File: src/hw/rtl/tlbpw_pkg.sv
// Package for the TLB with two-level page walk: beat structs, result codes,
// walk phase and command/status bundles between controller and datapath.
// No dependencies.
`timescale 1ns / 1ps
`default_nettype none

package tlbpw_pkg;

  typedef struct packed {
    logic        kind;
    logic [31:0] linear_address;
    logic [31:0] cr3_value;
    logic        prot_en;
    logic        paging_enable;
    logic [31:0] read_data;
  } tlb_in_t;

  typedef struct packed {
    logic [1:0]  result_kind;
    logic [31:0] address;
  } tlb_out_t;

  localparam logic       KIND_XLATE = 1'b0;
  localparam logic       KIND_DATA  = 1'b1;

  localparam logic [1:0] RK_READ  = 2'd0;
  localparam logic [1:0] RK_PHYS  = 2'd1;
  localparam logic [1:0] RK_FAULT = 2'd2;

  localparam int          LFSR_W    = 16;
  localparam logic [15:0] LFSR_SEED = 16'hACE1;
  localparam int          MOD_STEPS = 3;
  localparam int          MOD_CNT_W = 2;

  typedef enum logic [2:0] {
    PH_IDLE  = 3'b001,
    PH_DIR   = 3'b010,
    PH_TABLE = 3'b100
  } phase_t;

  typedef enum logic [5:0] {
    RS_PASS  = 6'b000001,
    RS_DIR   = 6'b000010,
    RS_TBL   = 6'b000100,
    RS_FAULT = 6'b001000,
    RS_HIT   = 6'b010000,
    RS_FILL  = 6'b100000
  } res_sel_t;

  typedef struct packed {
    logic     load;
    logic     phase_we;
    phase_t   phase_val;
    logic     inval;
    logic     pend_we;
    logic     sel_we;
    res_sel_t sel_val;
    logic     lookup;
    logic     fill_seq;
    logic     fill_victim;
    logic     mod_start;
    logic     mod_step;
    logic     out_load;
  } tlb_cmd_t;

  typedef struct packed {
    logic   kind;
    logic   bypass;
    logic   cr3_diff;
    phase_t phase;
    logic   present;
    logic   hit;
    logic   room;
    logic   mod_done;
    logic   out_free;
  } tlb_sts_t;

endpackage

`default_nettype wire

File: src/hw/rtl/tlbpw_ctrl.sv
// Controller FSM for the TLB: sequences decode, lookup, victim reduction
// and result emission. Depends on tlbpw_pkg.
`timescale 1ns / 1ps
`default_nettype none

module tlbpw_ctrl (
  input  wire logic                clk,
  input  wire logic                rst_n,
  input  wire logic                in_valid,
  output logic                     in_ready,
  input  wire tlbpw_pkg::tlb_sts_t sts,
  output tlbpw_pkg::tlb_cmd_t      cmd
);

  typedef enum logic [4:0] {
    S_IDLE   = 5'b00001,
    S_DECODE = 5'b00010,
    S_LOOKUP = 5'b00100,
    S_MODRED = 5'b01000,
    S_EMIT   = 5'b10000
  } state_t;

  state_t state_r, state_nxt;

  always_ff @(posedge clk) begin
    if (!rst_n) begin
      state_r <= S_IDLE;
    end else begin
      state_r <= state_nxt;
    end
  end

  always_comb begin
    state_nxt     = state_r;
    in_ready      = 1'b0;
    cmd           = '0;
    cmd.phase_val = tlbpw_pkg::PH_IDLE;
    cmd.sel_val   = tlbpw_pkg::RS_PASS;
    case (state_r)
      S_IDLE: begin
        in_ready = 1'b1;
        if (in_valid) begin
          cmd.load  = 1'b1;
          state_nxt = S_DECODE;
        end
      end
      S_DECODE: begin
        if (sts.kind == tlbpw_pkg::KIND_XLATE) begin
          cmd.phase_we = 1'b1;
          if (sts.bypass) begin
            cmd.sel_we  = 1'b1;
            cmd.sel_val = tlbpw_pkg::RS_PASS;
            state_nxt   = S_EMIT;
          end else if (sts.cr3_diff) begin
            // flush makes this a sure miss
            cmd.inval     = 1'b1;
            cmd.pend_we   = 1'b1;
            cmd.phase_val = tlbpw_pkg::PH_DIR;
            cmd.sel_we    = 1'b1;
            cmd.sel_val   = tlbpw_pkg::RS_DIR;
            state_nxt     = S_EMIT;
          end else begin
            state_nxt = S_LOOKUP;
          end
        end else begin
          case (sts.phase)
            tlbpw_pkg::PH_DIR: begin
              cmd.phase_we = 1'b1;
              cmd.sel_we   = 1'b1;
              if (!sts.present) begin
                cmd.phase_val = tlbpw_pkg::PH_IDLE;
                cmd.sel_val   = tlbpw_pkg::RS_FAULT;
              end else begin
                cmd.phase_val = tlbpw_pkg::PH_TABLE;
                cmd.sel_val   = tlbpw_pkg::RS_TBL;
              end
              state_nxt = S_EMIT;
            end
            tlbpw_pkg::PH_TABLE: begin
              cmd.phase_we  = 1'b1;
              cmd.phase_val = tlbpw_pkg::PH_IDLE;
              if (!sts.present) begin
                cmd.sel_we  = 1'b1;
                cmd.sel_val = tlbpw_pkg::RS_FAULT;
                state_nxt   = S_EMIT;
              end else if (sts.room) begin
                cmd.fill_seq = 1'b1;
                cmd.sel_we   = 1'b1;
                cmd.sel_val  = tlbpw_pkg::RS_FILL;
                state_nxt    = S_EMIT;
              end else begin
                cmd.mod_start = 1'b1;
                state_nxt     = S_MODRED;
              end
            end
            default: begin
              state_nxt = S_IDLE;
            end
          endcase
        end
      end
      S_LOOKUP: begin
        cmd.lookup = 1'b1;
        cmd.sel_we = 1'b1;
        if (sts.hit) begin
          cmd.sel_val = tlbpw_pkg::RS_HIT;
        end else begin
          cmd.pend_we   = 1'b1;
          cmd.phase_we  = 1'b1;
          cmd.phase_val = tlbpw_pkg::PH_DIR;
          cmd.sel_val   = tlbpw_pkg::RS_DIR;
        end
        state_nxt = S_EMIT;
      end
      S_MODRED: begin
        if (sts.mod_done) begin
          cmd.fill_victim = 1'b1;
          cmd.sel_we      = 1'b1;
          cmd.sel_val     = tlbpw_pkg::RS_FILL;
          state_nxt       = S_EMIT;
        end else begin
          cmd.mod_step = 1'b1;
        end
      end
      S_EMIT: begin
        if (sts.out_free) begin
          cmd.out_load = 1'b1;
          state_nxt    = S_IDLE;
        end
      end
      default: begin
        state_nxt = S_IDLE;
      end
    endcase
  end

  a_accept_decode: assert property (@(posedge clk) disable iff (!rst_n)
    (in_valid && in_ready) |=> (state_r == S_DECODE))
    else $error("accepted beat not decoded next cycle");

  a_modred_full: assert property (@(posedge clk) disable iff (!rst_n)
    (state_r == S_MODRED) |-> !sts.room)
    else $error("victim pick while free slots remain");

  a_lookup_after_decode: assert property (@(posedge clk) disable iff (!rst_n)
    (state_r == S_LOOKUP) |-> ($past(state_r) == S_DECODE))
    else $error("lookup without decode");

endmodule

`default_nettype wire

File: src/hw/rtl/tlbpw_dp.sv
// Datapath for the TLB: entry tags and valids, frame base memory, walk
// registers, fill counter, victim LFSR with mod reducer, output register.
// Depends on tlbpw_pkg.
`timescale 1ns / 1ps
`default_nettype none

module tlbpw_dp #(
  parameter int TLB_ENTRIES = 64
) (
  input  wire logic                clk,
  input  wire logic                rst_n,
  input  wire tlbpw_pkg::tlb_in_t  in_data,
  input  wire tlbpw_pkg::tlb_cmd_t cmd,
  output tlbpw_pkg::tlb_sts_t      sts,
  output logic                     out_valid,
  input  wire logic                out_ready,
  output tlbpw_pkg::tlb_out_t      out_data
);

  localparam int IDX_W    = (TLB_ENTRIES > 1) ? $clog2(TLB_ENTRIES) : 1;
  localparam int CNT_W    = $clog2(TLB_ENTRIES + 1);
  localparam int RECIP_SH = 26;
  localparam int RECIP_W  = RECIP_SH + 1;
  localparam int PROD_W   = tlbpw_pkg::LFSR_W + RECIP_W;
  localparam logic [RECIP_W-1:0] RECIP =
    RECIP_W'((64'd1 << RECIP_SH) / 64'(TLB_ENTRIES));
  localparam logic [tlbpw_pkg::LFSR_W-1:0] N_VAL = tlbpw_pkg::LFSR_W'(TLB_ENTRIES);

  tlbpw_pkg::tlb_in_t             in_r;
  logic [31:0]                    saved_cr3_r;
  tlbpw_pkg::phase_t              phase_r;
  logic [31:0]                    pend_r;
  logic [CNT_W-1:0]               fill_cnt_r;
  logic [tlbpw_pkg::LFSR_W-1:0]   lfsr_r;
  logic [TLB_ENTRIES-1:0]         valid_r;
  logic [19:0]                    tag_r [TLB_ENTRIES];
  logic [19:0]                    base_mem [TLB_ENTRIES];
  logic [TLB_ENTRIES-1:0]         match_r;
  logic [19:0]                    base_rd_r;
  logic [tlbpw_pkg::LFSR_W-1:0]   rem_r;
  logic [tlbpw_pkg::LFSR_W-1:0]   lfsr_cap_r;
  logic [tlbpw_pkg::LFSR_W-1:0]   qn_r;
  logic [PROD_W-1:0]              prod_r;
  logic [tlbpw_pkg::MOD_CNT_W-1:0] mod_cnt_r;
  tlbpw_pkg::res_sel_t            sel_r;
  logic                           out_valid_r;
  tlbpw_pkg::tlb_out_t            out_data_r;

  logic [IDX_W-1:0]               hit_idx;
  logic [IDX_W-1:0]               slot;
  logic                           fill_we;
  logic                           lfsr_fb;
  tlbpw_pkg::tlb_out_t            out_nxt;

  assign fill_we = cmd.fill_seq | cmd.fill_victim;
  assign slot    = cmd.fill_victim ? rem_r[IDX_W-1:0] : fill_cnt_r[IDX_W-1:0];
  assign lfsr_fb = lfsr_r[0] ^ lfsr_r[2] ^ lfsr_r[3] ^ lfsr_r[5];

  always_ff @(posedge clk) begin
    if (cmd.load) begin
      in_r <= in_data;
    end
  end

  always_ff @(posedge clk) begin
    if (!rst_n) begin
      saved_cr3_r <= '0;
      phase_r     <= tlbpw_pkg::PH_IDLE;
      pend_r      <= '0;
      fill_cnt_r  <= '0;
      lfsr_r      <= tlbpw_pkg::LFSR_SEED;
      valid_r     <= '0;
      match_r     <= '0;
      mod_cnt_r   <= '0;
    end else begin
      if (cmd.phase_we) begin
        phase_r <= cmd.phase_val;
      end
      if (cmd.pend_we) begin
        pend_r <= in_r.linear_address;
      end
      if (cmd.inval) begin
        saved_cr3_r <= in_r.cr3_value;
        fill_cnt_r  <= '0;
        valid_r     <= '0;
      end else begin
        if (cmd.fill_seq) begin
          fill_cnt_r <= fill_cnt_r + CNT_W'(1);
        end
        if (fill_we) begin
          valid_r[slot] <= 1'b1;
        end
      end
      if (cmd.fill_victim) begin
        lfsr_r <= {lfsr_fb, lfsr_r[tlbpw_pkg::LFSR_W-1:1]};
      end
      for (int i = 0; i < TLB_ENTRIES; i++) begin
        match_r[i] <= valid_r[i] && (tag_r[i] == in_r.linear_address[31:12]);
      end
      if (cmd.mod_start) begin
        mod_cnt_r <= '0;
      end else if (cmd.mod_step) begin
        mod_cnt_r <= mod_cnt_r + tlbpw_pkg::MOD_CNT_W'(1);
      end
    end
  end

  always_ff @(posedge clk) begin
    if (fill_we) begin
      tag_r[slot]    <= pend_r[31:12];
      base_mem[slot] <= in_r.read_data[31:12];
    end
    if (cmd.lookup) begin
      base_rd_r <= base_mem[hit_idx];
    end
  end

  // tags are unique among valid entries, so an OR encode is exact
  always_comb begin
    hit_idx = '0;
    for (int i = 0; i < TLB_ENTRIES; i++) begin
      if (match_r[i]) begin
        hit_idx = hit_idx | IDX_W'(i);
      end
    end
  end

  // victim slot: lfsr mod TLB_ENTRIES by reciprocal multiply; the quotient
  // estimate is low by at most one, so one compare and subtract finishes it
  always_ff @(posedge clk) begin
    if (cmd.mod_start) begin
      lfsr_cap_r <= lfsr_r;
      prod_r     <= PROD_W'(lfsr_r) * PROD_W'(RECIP);
    end else if (cmd.mod_step) begin
      if (mod_cnt_r == tlbpw_pkg::MOD_CNT_W'(0)) begin
        qn_r <= prod_r[RECIP_SH +: tlbpw_pkg::LFSR_W] * N_VAL;
      end else if (mod_cnt_r == tlbpw_pkg::MOD_CNT_W'(1)) begin
        rem_r <= lfsr_cap_r - qn_r;
      end else if (rem_r >= N_VAL) begin
        rem_r <= rem_r - N_VAL;
      end
    end
  end

  always_ff @(posedge clk) begin
    if (cmd.sel_we) begin
      sel_r <= cmd.sel_val;
    end
  end

  always_comb begin
    case (sel_r)
      tlbpw_pkg::RS_PASS: begin
        out_nxt = '{tlbpw_pkg::RK_PHYS, in_r.linear_address};
      end
      tlbpw_pkg::RS_DIR: begin
        out_nxt = '{tlbpw_pkg::RK_READ,
                    {in_r.cr3_value[31:12], in_r.linear_address[31:22], 2'b00}};
      end
      tlbpw_pkg::RS_TBL: begin
        out_nxt = '{tlbpw_pkg::RK_READ,
                    {in_r.read_data[31:12], pend_r[21:12], 2'b00}};
      end
      tlbpw_pkg::RS_FAULT: begin
        out_nxt = '{tlbpw_pkg::RK_FAULT, pend_r};
      end
      tlbpw_pkg::RS_HIT: begin
        out_nxt = '{tlbpw_pkg::RK_PHYS, {base_rd_r, in_r.linear_address[11:0]}};
      end
      tlbpw_pkg::RS_FILL: begin
        out_nxt = '{tlbpw_pkg::RK_PHYS, {in_r.read_data[31:12], pend_r[11:0]}};
      end
      default: begin
        out_nxt = '{tlbpw_pkg::RK_PHYS, in_r.linear_address};
      end
    endcase
  end

  always_ff @(posedge clk) begin
    if (!rst_n) begin
      out_valid_r <= 1'b0;
    end else if (cmd.out_load) begin
      out_valid_r <= 1'b1;
    end else if (out_ready) begin
      out_valid_r <= 1'b0;
    end
  end

  always_ff @(posedge clk) begin
    if (cmd.out_load) begin
      out_data_r <= out_nxt;
    end
  end

  assign out_valid = out_valid_r;
  assign out_data  = out_data_r;

  assign sts.kind     = in_r.kind;
  assign sts.bypass   = !(in_r.prot_en && in_r.paging_enable);
  assign sts.cr3_diff = (in_r.cr3_value != saved_cr3_r);
  assign sts.phase    = phase_r;
  assign sts.present  = in_r.read_data[0];
  assign sts.hit      = |match_r;
  assign sts.room     = (fill_cnt_r < CNT_W'(TLB_ENTRIES));
  assign sts.mod_done = (mod_cnt_r == tlbpw_pkg::MOD_CNT_W'(tlbpw_pkg::MOD_STEPS));
  assign sts.out_free = !out_valid_r || out_ready;

  a_fill_bound: assert property (@(posedge clk) disable iff (!rst_n)
    fill_cnt_r <= CNT_W'(TLB_ENTRIES))
    else $error("fill count past table size");

  a_unique_match: assert property (@(posedge clk) disable iff (!rst_n)
    $onehot0(match_r))
    else $error("duplicate valid tag in TLB");

  a_lfsr_live: assert property (@(posedge clk) disable iff (!rst_n)
    lfsr_r != '0)
    else $error("victim LFSR locked at zero");

endmodule

`default_nettype wire

File: src/hw/rtl/tlb_with_two_level_page_walk.sv
// Top level of the TLB with two-level page walk: controller plus datapath.
// Depends on tlbpw_pkg, tlbpw_ctrl, tlbpw_dp.
//
//   channel  ports                          beat
//   in       in_valid/in_ready/in_data      translate request or walk read data
//   out      out_valid/out_ready/out_data   read request, physical addr, fault
//
// One beat at a time. Bypass, flush-miss and walk steps go through accept,
// decode and emit; a TLB lookup goes through accept, decode with match
// register, base memory read and emit; a fill into a full table adds the LFSR
// mod-TLB_ENTRIES reduction. Walk data while idle is dropped. Emit waits while
// the output register holds an unaccepted beat; input is taken again once set.
// Reset clears valids, fill count, saved CR3, walk phase; LFSR seeds to ACE1.
`timescale 1ns / 1ps
`default_nettype none

module tlb_with_two_level_page_walk #(
  parameter int TLB_ENTRIES = 64
) (
  input  wire logic               clk,
  input  wire logic               rst_n,
  input  wire logic               in_valid,
  output logic                    in_ready,
  input  wire tlbpw_pkg::tlb_in_t in_data,
  output logic                    out_valid,
  input  wire logic               out_ready,
  output tlbpw_pkg::tlb_out_t     out_data
);

  tlbpw_pkg::tlb_cmd_t cmd;
  tlbpw_pkg::tlb_sts_t sts;

  tlbpw_ctrl u_ctrl (
    .clk      (clk),
    .rst_n    (rst_n),
    .in_valid (in_valid),
    .in_ready (in_ready),
    .sts      (sts),
    .cmd      (cmd)
  );

  tlbpw_dp #(
    .TLB_ENTRIES (TLB_ENTRIES)
  ) u_dp (
    .clk       (clk),
    .rst_n     (rst_n),
    .in_data   (in_data),
    .cmd       (cmd),
    .sts       (sts),
    .out_valid (out_valid),
    .out_ready (out_ready),
    .out_data  (out_data)
  );

endmodule

`default_nettype wire
File: config.mk
export PLATFORM = sky130hd
export DESIGN_NAME = tlb_with_two_level_page_walk
export DESIGN_NICKNAME = d
export VERILOG_FILES = /design/src/hw/rtl/tlbpw_pkg.sv /design/src/hw/rtl/tlbpw_ctrl.sv /design/src/hw/rtl/tlbpw_dp.sv /design/src/hw/rtl/tlb_with_two_level_page_walk.sv
export SDC_FILE = /design/constraint.sdc
export NUM_CORES = 2
export LEC_CHECK = 0
export BUFFER_PORTS_ARGS = -buffer_cell sky130_fd_sc_hd__buf_4
export CORE_MARGIN = 2
export CORE_UTILIZATION = 67
export DETAILED_ROUTE_END_ITERATION = 8
export PLACE_DENSITY = 0.87
export SLEW_MARGIN = 20
export SYNTH_ARGS = -nofsm -noshare
export SYNTH_HDL_FRONTEND = slang
export SYNTH_SLANG_ARGS = --single-unit
File: constraint.sdc
create_clock -name clk -period 6.2 [get_ports clk]
set_clock_uncertainty 0.05 [all_clocks]
set_input_delay 1.24 -clock clk [delete_from_list [all_inputs] [get_ports clk]]
set_output_delay 1.24 -clock clk [all_outputs]
set_load 0.005 [all_outputs]
==> impl_metrics.tcl <==
set metrics [dict create \
    antenna_left 0 \
    drv_slew 0 \
    path_class "reg -> reg" \
    drt-initial-drc-count 14100 \
    tightest_slew_ns 1.31 \
    dr.pass1.iters 9 \
    synth_xor_area_share_pct 9.82 \
    critPathRequiredTime_ns 6.80 \
    syn-num-nets 8052 \
    violations "DRC" \
    drt_drc_violations_left 1 \
    arrival_ns 5.78 \
    hold_viol_final 0 \
    hold_buffers 0 \
    maxCapViolations 0 \
    nNetsFinal 8255 \
    dp_hpwl_mm 174 \
    fin_hold_ws_ns 0.373 \
    portBuffers 127 \
    pre_cts_slack_ns 1.44 \
    async_reset_ff_share_pct 0 \
    vdd_drop_max_mv 0.463 \
    setup_viol 0 \
    synth_top_family_by_area "XOR/XNOR gates" \
    synth_adder_area_share_pct 0.0430 \
    synth.cell_area_sq_mm 0.116 \
    grt_overflow 0 \
    crit_slowest_cell "nor4_1" \
    power.density_mw_per_mm2 325 \
    ctsResizeCount 0 \
    dieArea_sq_mm 0.177 \
    rows 152 \
    whs_path_depth 0 \
    r2r_end "u_dp.base_rd_r[2]$_DFFE_PP_" \
    postSynthCellCount 7945 \
    cts_max_level 5 \
    post_cts_buffers 0 \
    rsz0062_at_grt "false" \
    rr_worst_depth 9 \
    initial_utilization_pct 67.6 \
    worst_path_largest_cell_delay_ns 0.96 \
    clk_latency_ns 0.94 \
    n_fill_cell 8644 \
    clkTransAtPathRegs_ns 0.06 \
    avgSynthCellArea_sq_um 14.6 \
    place_congestion 0.889 \
    root_buffer "clkbuf_16" \
    track_usage_pct 38.9 \
    cp_top_family "simple AND/OR/NAND/NOR gates" \
    worstReg2RegStart "u_dp.match_r[61]$_SDFF_PN0_" \
    cp_max_fo 55 \
    grt_antenna_before_repair 21 \
    synthToLayoutAreaGrowth_pct 11.9 \
    yosysUniqueCellTypes 53 \
    yosysWarnings 0 \
    holdCritPathClass "reg -> reg" \
    regToRegSetupSlack_ns 1.02 \
    grt_pass1_wl_mm 492 \
    max_freq_ghz 0.193 \
    whs_endpoint "u_dp.rem_r[5]$_DFFE_PP_" \
    design.core.area_sq_mm 0.172 \
    drt-total-wl_mm 346 \
    vias_per_cell 7.09 \
    ios 139 \
    fin_ws_ns 1.02 \
    critPathBufInv 1 \
    cts.sinks 2946 \
    leakage_nw 45.6 \
    crit_path_cell_trace "nor4_1 > nand2_1 > or4_1 > nand3_2 > buf_12 > a21oi_1 > nor4_1 > o221ai_1 > or4_1" \
    status "finished, violations left" \
    die_w_um 421 \
    die_height_um 421 \
    yosysSeqAreaShare_pct 74.1 \
    grt_start_max_net_pins 137 \
    hold_start "u_dp.lfsr_cap_r[5]$_DFFE_PP_" \
    dr_total_vias 75700 \
    numCtsBuffers 290 \
    cts_buffer_depth 4 \
    yosys.area_share.simple_pct 8.65 \
    synthMuxAreaShare_pct 1.26 \
    post-route-period-util_pct 83.5 \
    cp-start-kind "flop" \
    drive_above_1_share_pct 10.1 \
    grt_pass1_vias 74500 \
    yosys_most_used_dff "edfxtp_1" \
    synth_compound_area_share_pct 4.57 \
    cp-end-kind "flop" \
    synth_seq_cells 2946 \
    fin_crit_ns 5.18 \
    synth-edff-count 2720 \
    routedWlPerCell_um 32.4 \
    cts_tree "yes" \
    finalSetupTns_ns 0 \
    max-slew-margin-rel_pct 12.5 \
]
metrics by stage:
| stage | total power [mW] | instances | util, % | area, sq um |
|---|---|---|---|---|
| floorplan | 24.4 | 7945 | - | 116000 |
| global placement | 25.5 | 10200 | 70.4 | 121000 |
| detailed placement | 25.6 | 10200 | 70.4 | 121000 |
| CTS | 42.1 | 10700 | 75.5 | 130000 |
| global route | 42.9 | 10700 | 75.6 | 130000 |
| finish | 42.3 | 10700 | 75.6 | 130000 |
Yosys cell counts (14+ instances only):
cell / count / share of area (%)
xnor2_1: 753 / 5.7
o21ai_0: 193 / 0.83
a222oi_1: 33 / 0.28
mux2i_1: 146 / 1.3
a22o_1: 35 / 0.26
o21a_1: 32 / 0.21
or4_1: 23 / 0.15
nor2b_1: 42 / 0.23
nand4_1: 293 / 1.6
dfxtp_1: 226 / 3.9
o221ai_1: 14 / 0.11
a31oi_1: 41 / 0.22
nor2_1: 206 / 0.66
xor2_1: 551 / 4.1
nand2_1: 1176 / 3.8
and3_1: 22 / 0.12
nand3_1: 93 / 0.40
inv_1: 20 / 0.065
o22ai_1: 62 / 0.33
buf_1: 118 / 0.38
clkbuf_1: 280 / 0.90
nor3_1: 15 / 0.065
buf_2: 35 / 0.15
edfxtp_1: 2720 / 70
a21oi_1: 459 / 2.0
nor4_1: 259 / 1.4
layout make-up:
type	count	area, sq um	share of cell area [%]
Antenna cell	11	27.5	0.0212
Clock buffer	381	7870	6.05
Inverter	20	75.1	0.0577
Tap cell	2310	2890	2.22
Clock inverter	119	967	0.744
Sequential cell	2946	86300	66.3
Timing Repair Buffer	348	3070	2.36
Multi-Input combinational cell	4542	28900	22.2
cell usage in the layout (no fill, tap or decap), types with 15 or more instances in the layout:
cell type / Yosys / layout
a21oi_1: 459 / 458
and3_1: 22 / 22
nand3_1: 93 / 93
a31oi_1: 41 / 41
xor2_1: 551 / 551
clkinv_2: 0 / 47
mux2i_1: 146 / 146
dfxtp_1: 226 / 206
nor2b_1: 42 / 39
clkbuf_16: 0 / 296
clkinv_1: 0 / 43
o21a_1: 32 / 32
clkbuf_1: 280 / 71
buf_4: 2 / 310
nand2_1: 1176 / 1175
xnor2_1: 753 / 753
nor2_4: 0 / 64
buf_12: 0 / 36
or4_1: 23 / 21
a22o_1: 35 / 35
o22ai_1: 62 / 62
dfxtp_4: 0 / 20
edfxtp_1: 2720 / 2720
nor4_1: 259 / 256
o21ai_0: 193 / 193
bufinv_16: 0 / 15
a222oi_1: 33 / 33
nand4_1: 293 / 293
nor2_1: 206 / 139
inv_1: 20 / 20
worst register-to-register path, stage by stage (launching register included):
cell      delay, ns
dfxtp_1        0.32
nor4_1         0.96
nand2_1        0.31
or4_1          0.93
nand3_2        0.24
buf_12         0.34
a21oi_1        0.12
nor4_1         0.44
o221ai_1       0.56
or4_1          0.64
report_power, final:
| group | switching (mW) | internal, mW |
|---|---|---|
| logic | 2.23 | 0.960 |
| clock network | 7.36 | 9.54 |
| registers | 0.176 | 22.0 |
| total | 9.77 | 32.5 |
sequential cells by signal, summed over array words and instances, names as in the netlist:
signal / flops
u_dp.match_r: 64
u_dp.out_data: 34
u_dp.mod_cnt_r: 2
u_dp.pend_r: 32
u_dp.sts: 2
u_dp.base_rd_r: 20
u_dp.fill_cnt_r: 7
u_dp.lfsr_cap_r: 6
u_dp.out_valid: 1
u_dp.in_r: 86
u_ctrl.state_r: 5
u_dp.base_mem: 1280
u_dp.valid_r: 64
u_dp.rem_r: 6
u_dp.saved_cr3_r: 32
u_dp.tag_r: 1280
u_dp.phase_r: 3
u_dp.sel_r: 6
u_dp.lfsr_r: 16
logic make-up after synthesis:
kind of cell	after synthesis
buffers and inverters	457
AND/OR/NAND/NOR	2168
adder cells (fa/ha/maj)	4
multiplexers	146
AO/OA/AOI/OAI	920
XOR/XNOR	1304
flip-flops	2946
worst max path at each step:
| stage | from | to | slack [ns] | depth (start not counted) |
|---|---|---|---|---|
| after floorplan | u_ctrl.state_r[4]$_SDFFE_PN0P_ | u_dp.base_mem[7][0]$_DFFE_PP_ | 2.17 | 8 |
| after global routing | u_dp.match_r[61]$_SDFF_PN0_ | u_dp.base_rd_r[2]$_DFFE_PP_ | 1.03 | 9 |
| after CTS | u_dp.match_r[61]$_SDFF_PN0_ | u_dp.base_rd_r[2]$_DFFE_PP_ | 1.33 | 9 |
| after global placement | u_dp.match_r[61]$_SDFF_PN0_ | u_dp.base_rd_r[2]$_DFFE_PP_ | 1.51 | 9 |
| final | u_dp.match_r[61]$_SDFF_PN0_ | u_dp.base_rd_r[2]$_DFFE_PP_ | 1.02 | 9 |
| after detailed placement | u_dp.match_r[61]$_SDFF_PN0_ | u_dp.base_rd_r[1]$_DFFE_PP_ | 1.44 | 9 |
metal layers:
layer  part of all wire, %  routed length (um)  up-vias  track usage, %
li1                      -                   -    29600               -
met4                   7.9               27500       22            26.2
met3                    15               53500     1873            10.7
met5                 0.043                 150        -               0
met1                    31              106000    36300            47.9
met2                    46              159000     7851            60.4
(Power assumes the default switching activity.)
